<file path="config.mk">
export PLATFORM = sky130hd
export DESIGN_NAME = bltc_ctrl
export DESIGN_NICKNAME = d
export VERILOG_FILES = /design/src/design/balance_lqr_turn_controller_top_defines.svh /design/src/design/bltc_pkg.sv /design/src/design/bltc_ctrl.sv
export SDC_FILE = /design/constraint.sdc
export NUM_CORES = 1
export LEC_CHECK = 0
export BUFFER_PORTS_ARGS = -buffer_cell sky130_fd_sc_hd__buf_2
export CORE_UTILIZATION = 45
export CTS_CLUSTER_DIAMETER = 80
export CTS_CLUSTER_SIZE = 28
export DETAILED_ROUTE_END_ITERATION = 16
export GPL_TIMING_DRIVEN = 1
export PLACE_DENSITY = 0.73
export SYNTH_ARGS = -nofsm -noshare
export SYNTH_HDL_FRONTEND = slang
export SYNTH_SLANG_ARGS = --single-unit
</file>
<file path="constraint.sdc">
create_clock -name i_clk -period 1.62 [get_ports i_clk]
set_input_delay 0.324 -clock i_clk [delete_from_list [all_inputs] [get_ports i_clk]]
set_output_delay 0.324 -clock i_clk [all_outputs]
set_load 0.05 [all_outputs]
</file>
<file path="src/design/balance_lqr_turn_controller_top_defines.svh">
// Assertion macros used by the balance controller top.
`ifndef BALANCE_LQR_TURN_CONTROLLER_TOP_DEFINES_SVH
`define BALANCE_LQR_TURN_CONTROLLER_TOP_DEFINES_SVH
`ifndef ASSERT_OFF
`define BLTC_ASSERT(lbl, prop) \
    lbl: assert property (@(posedge i_clk) disable iff (!i_rst_n) prop) \
        else $error("assertion failed");
`define BLTC_ASSERT_RST(lbl, prop) \
    lbl: assert property (@(posedge i_clk) prop) else $error("reset assertion failed");
`else
`define BLTC_ASSERT(lbl, prop)
`define BLTC_ASSERT_RST(lbl, prop)
`endif
`endif

</file>
<file path="src/design/bltc_pkg.sv">
package bltc_pkg;

    localparam int LIFT_TICKS = 1500;
    localparam logic signed [31:0] PITCH_OFFSET = 32'sd1966;
    localparam logic signed [31:0] LIFT_SPEED   = 32'sd11796480;

    // ceil(2^43 / 3125) and ceil(2^35 / 25) for reciprocal division
    localparam logic [31:0] RECIP_3125 = 32'd2814749768;
    localparam logic [30:0] RECIP_25   = 31'd1374389535;

    localparam logic [2:0] CFG_GAIN_POSITION   = 3'd0;
    localparam logic [2:0] CFG_GAIN_SPEED      = 3'd1;
    localparam logic [2:0] CFG_GAIN_PITCH      = 3'd2;
    localparam logic [2:0] CFG_GAIN_PITCH_RATE = 3'd3;
    localparam logic [2:0] CFG_TURN_KP         = 3'd4;
    localparam logic [2:0] CFG_TURN_KD         = 3'd5;
    localparam logic [2:0] CFG_PITCH_RATE_TGT  = 3'd6;
    localparam logic [2:0] CFG_TORQUE_LIMIT    = 3'd7;

    localparam logic [1:0] CMD_NONE  = 2'd0;
    localparam logic [1:0] CMD_ANGLE = 2'd1;
    localparam logic [1:0] CMD_RATE  = 2'd2;
    localparam logic [1:0] CMD_STOP  = 2'd3;

    localparam logic [2:0] TERM_POS    = 3'd0;
    localparam logic [2:0] TERM_SPEED  = 3'd1;
    localparam logic [2:0] TERM_PITCH  = 3'd2;
    localparam logic [2:0] TERM_PRATE  = 3'd3;
    localparam logic [2:0] TERM_TURN_A = 3'd4;
    localparam logic [2:0] TERM_TURN_B = 3'd5;
    localparam logic [2:0] TERM_SCALE  = 3'd6;

    typedef enum logic [1:0] {DIV_POS, DIV_SPEED, DIV_SCALE} t_div_kind;

    typedef enum logic [3:0] {
        S_IDLE, S_POSDIV, S_POSWAIT, S_VDIV, S_VWAIT, S_MUL, S_ACC,
        S_MIX, S_CHK, S_SMUL, S_SDIV, S_SWAIT, S_DONE
    } t_state;

    typedef struct packed {
        logic      latch;
        logic      div_start;
        t_div_kind div_kind;
        logic      pos_upd;
        logic      v_upd;
        logic      mul_go;
        logic      acc_go;
        logic [2:0] idx;
        logic      mix;
        logic      scale_upd;
        logic      out_load;
    } t_cmd;

    typedef struct packed {
        logic div_busy;
        logic need_scale;
    } t_stat;

    function automatic logic signed [31:0] sat32(input logic signed [63:0] x);
        if (x > 64'sd2147483647)       return 32'sh7fffffff;
        else if (x < -64'sd2147483648) return 32'sh80000000;
        else                           return x[31:0];
    endfunction

    function automatic logic signed [31:0] sat_sub(input logic signed [31:0] a,
                                                   input logic signed [31:0] b);
        logic signed [63:0] d;
        d = {{32{a[31]}}, a} - {{32{b[31]}}, b};
        return sat32(d);
    endfunction

endpackage

</file>
<file path="src/design/bltc_ctrl.sv">
module bltc_ctrl import bltc_pkg::*; (
    input  logic  i_clk,
    input  logic  i_rst_n,
    input  logic  i_in_valid,
    output logic  o_in_ready,
    output logic  o_out_valid,
    input  logic  i_out_ready,
    input  t_stat i_stat,
    output t_cmd  o_cmd
);
    t_state r_state, n_state;
    logic [2:0] r_idx, n_idx;
    logic r_out_valid, n_out_valid;

    always_ff @(posedge i_clk) begin
        if (!i_rst_n) begin
            r_state     <= S_IDLE;
            r_idx       <= TERM_POS;
            r_out_valid <= 1'b0;
        end else begin
            r_state     <= n_state;
            r_idx       <= n_idx;
            r_out_valid <= n_out_valid;
        end
    end

    always_comb begin
        n_state     = r_state;
        n_idx       = r_idx;
        n_out_valid = r_out_valid;
        o_cmd       = '0;
        o_cmd.div_kind = DIV_POS;
        o_cmd.idx   = r_idx;
        o_in_ready  = 1'b0;
        if (r_out_valid && i_out_ready) n_out_valid = 1'b0;
        case (r_state)
            S_IDLE: begin
                o_in_ready = 1'b1;
                if (i_in_valid) begin
                    o_cmd.latch = 1'b1;
                    n_state = S_POSDIV;
                end
            end
            S_POSDIV: begin
                o_cmd.div_start = 1'b1;
                o_cmd.div_kind  = DIV_POS;
                n_state = S_POSWAIT;
            end
            S_POSWAIT: begin
                if (!i_stat.div_busy) begin
                    o_cmd.pos_upd = 1'b1;
                    n_state = S_VDIV;
                end
            end
            S_VDIV: begin
                o_cmd.div_start = 1'b1;
                o_cmd.div_kind  = DIV_SPEED;
                n_state = S_VWAIT;
            end
            S_VWAIT: begin
                o_cmd.div_kind = DIV_SPEED;
                if (!i_stat.div_busy) begin
                    o_cmd.v_upd = 1'b1;
                    n_idx   = TERM_POS;
                    n_state = S_MUL;
                end
            end
            S_MUL: begin
                o_cmd.mul_go = 1'b1;
                n_state = S_ACC;
            end
            S_ACC: begin
                o_cmd.acc_go = 1'b1;
                if (r_idx == TERM_TURN_B) begin
                    n_state = S_MIX;
                end else begin
                    n_idx   = r_idx + 3'd1;
                    n_state = S_MUL;
                end
            end
            S_MIX: begin
                o_cmd.mix = 1'b1;
                n_state = S_CHK;
            end
            S_CHK: begin
                n_state = i_stat.need_scale ? S_SMUL : S_DONE;
            end
            S_SMUL: begin
                o_cmd.mul_go = 1'b1;
                o_cmd.idx    = TERM_SCALE;
                n_state = S_SDIV;
            end
            S_SDIV: begin
                o_cmd.div_start = 1'b1;
                o_cmd.div_kind  = DIV_SCALE;
                n_state = S_SWAIT;
            end
            S_SWAIT: begin
                o_cmd.div_kind = DIV_SCALE;
                if (!i_stat.div_busy) begin
                    o_cmd.scale_upd = 1'b1;
                    n_state = S_DONE;
                end
            end
            S_DONE: begin
                if (!r_out_valid || i_out_ready) begin
                    o_cmd.out_load = 1'b1;
                    n_out_valid = 1'b1;
                    n_state = S_IDLE;
                end
            end
            default: n_state = S_IDLE;
        endcase
    end

    assign o_out_valid = r_out_valid;
endmodule

</file>
==> impl_metrics.ini <==
[job]
maxCapViolCount = 0

[timing]
drv_slew = 0
fin_skew_ns = 0.008646
timing.slew.headroom_pct = 77.91
final.min_clock_period_ns = 1.743
finalHoldViolCount = 0
rsz0062_at_grt = true
setup_viol = 12
worst_pin_slew_ns = 0.3288
tns_ns = -0.9242
holdWs_ns = 0.4121
max_freq_ghz = 0.5737
period_share_pct = 107.6
finalWorstSetupSlack_ns = -0.1232

[power_and_ir_drop]
ir_drop_uv = 958.5
p_leak_nw = 0.5686
power_density_nw_per_um2 = 1444
total_power_mw = 1.827

[floorplanning]
num_rows = 13
ios = 22
dieArea_um2 = 1672
initial_core_util_pct = 50.42
die-height_um = 40.89
die-width_um = 40.89
coreArea_um2 = 1350

[layout]
fin_util_pct = 93.70
layout-drive-gt1-share_pct = 59.40
num-nets-final = 143
insertedDiodeCount = 0
final-seq-area_um2 = 175.2
n_fill_cell = 47
syn_to_final_growth_pct = 85.85
multi_input_area_um2 = 606.8

[clock_network]
clk_pin_slew_ns = 0.06
clkSinkCount = 8
cts_max_path_buffers = 2
cts_htree_levels = 1
cts_buffers = 3
cts_tree = yes
cts.hold.buffers_added = 0
root_buffer = clkbuf_4
clkLatencyLatePin_ns = 0.27

[min_path]
holdPathStages = 2
hold_end = r_state[3]
min_from = i_rst_n
hold_class = in2reg

[drt]
vias = 905
antenna_left = 0
viasPerCell = 6.115
wl_per_cell_um = 20.57
drt_iter0_drc = 36
routed_wl_um = 3045
first_pass_iters = 4
drc = 0

[synthesis]
ys_ff_latch = 8
syn_nets = 97
ys_types = 39
synth.avg_cell_area_um2 = 7.648
yosys_warnings = 0
yosysSeqAreaShare_pct = 23.53
synth_area_um2 = 680.7
syn_inst = 89

[grt]
grt_pass1_vias = 773
grt_antenna_before_repair = 0
track_usage_pct = 35.39
grt_max_degree = 11
grt_overflow = 0
grt_pass1_wl_um = 3732

[placed_design]
gp_congestion = 0.7921
pre_cts_slack_ns = -0.04297
dp_hpwl_um = 1409
port_buffers = 21

[outcome]
violations = negative setup slack
outcome = complete, but fails checks

[critical_path]
worstReg2RegStart = r_state[3]
r2r_slack_ns = 0.03
end_kind = output port
arrival_ns = 1.42
cp-start-kind = flip-flop
path_class = reg2out
r2r-end = r_state[1]
reg2reg_depth = 6
critPathRequiredTime_ns = 1.30
cp_max_fo = 10
cells in the mapped netlist:
master	n	share of area, %
buf_4	2	2.2
a21oi_1	3	2.2
buf_2	2	1.5
nor3b_1	2	2.2
a2111oi_2	1	2.2
or2_1	2	1.8
a21boi_1	2	2.2
nor2b_1	3	2.8
a21o_1	1	1.1
or2_2	2	1.8
o31a_1	1	1.3
nor4_1	3	2.8
or3_1	2	1.8
nand3b_1	1	1.1
ha_1	2	3.7
and2_1	1	0.92
nor3_1	2	1.5
mux2_2	1	1.7
nand2_1	11	6.1
nor4b_1	2	2.6
mux2i_1	2	2.9
xor2_1	3	3.9
nor2_1	8	4.4
buf_1	1	0.55
dfxtp_1	8	24
nor4bb_1	1	1.5
nand4bb_1	1	1.7
nand2b_1	4	3.7
nor3b_2	1	1.8
o211ai_1	1	1.1
buf_6	1	1.7
inv_1	2	1.1
nand3_1	2	1.5
xnor2_1	1	1.3
a21boi_0	1	1.1
o21ai_0	2	1.5
nand4_1	1	0.92
clkbuf_1	2	1.1
or4b_1	1	1.5
where the power goes:
group | switching, mW | total (mW) | internal [mW]
combinational | 0.714 | 1.33 | 0.612
clock | 0.0799 | 0.165 | 0.0856
sequential | 0.0901 | 0.335 | 0.245
placed cells by master, fill, tap and decap left out, types with 2 or more instances in the layout:
master / instances
a21boi_1: 2
nor4_4: 3
nand2b_1: 4
nor2_2: 3
buf_4: 24
buf_2: 8
nor3_1: 2
dfxtp_4: 4
ha_1: 2
nor2_1: 3
or2_1: 2
nor3b_2: 2
mux2i_1: 2
dfxtp_1: 4
buf_8: 6
o21ai_0: 2
nand2_1: 9
nor2b_2: 2
a21oi_1: 2
nor2_4: 2
xor2_1: 3
inv_1: 2
or3_1: 2
buf_6: 11
or2_4: 2
clkbuf_4: 3
worst max path at each step:
stage                           from         to  slack (ns)
after floorplan           r_state[0]  o_cmd[13]       -0.35
after global placement    r_state[0]  o_cmd[13]       -0.03
after detailed placement  r_state[0]  o_cmd[13]       -0.04
after CTS                 r_state[3]  o_cmd[13]       -0.09
after global routing      r_state[0]   o_cmd[0]       -0.17
final                     r_state[1]   o_cmd[6]       -0.12
flip-flops by register name, summed over array words and instances (netlist names):
register,flops
r_state,4
r_idx,3
o_out_valid,1
per-stage QoR:
| stage | cells | instance area [um^2] |
|---|---|---|
| 6_report | 148 | 1265 |
| 5_1_grt | 148 | 1265 |
| 4_1_cts | 143 | 1200 |
| 3_5_place_dp | 132 | 965.9 |
| 3_3_place_gp | 132 | 965.9 |
| 2_1_floorplan | 89 | 835.8 |
area by class of cell:
cell class,instances,area share (%)
tap,15,1.484
clock buffer,3,1.780
sequential,8,13.85
inverter,2,0.5935
multi-input combinational,71,47.97
timing repair buffer,49,34.32
kinds of logic after synthesis:
logic type / Yosys count / synth area share [%]
and+or+nand+nor: 50 / 42.28
AOI/OAI and AO/OA: 12 / 12.68
buffers and inverters: 10 / 8.088
DFF: 8 / 23.53
xor gates and xnor gates: 4 / 5.148
muxes: 3 / 4.596
adders and majority gates: 2 / 3.676
metal layers:
layer,vias to the layer above,share of wire [%],wire [um],GRT usage [%]
met2,69,47,1441,62.89
met5,-,0,0,0
met1,430,41,1247,40.45
li1,396,-,-,-
met3,10,9.0,275,8.696
met4,0,2.6,80,11.67
worst max-delay path: stages, from the launching register on:
cell	delay [ns]
dfxtp_4	0.44
nand2b_1	0.15
or2_1	0.29
inv_1	0.10
buf_6	0.16
what timing repair did:
action,in CTS,in global routing
setup endpoints to repair,17,19
hold endpoints to repair,0,0
setup buffers,9,5
pin swaps,7,2
gates resized for setup,48,6
Note: power is estimated with default switching activity, not from simulation.
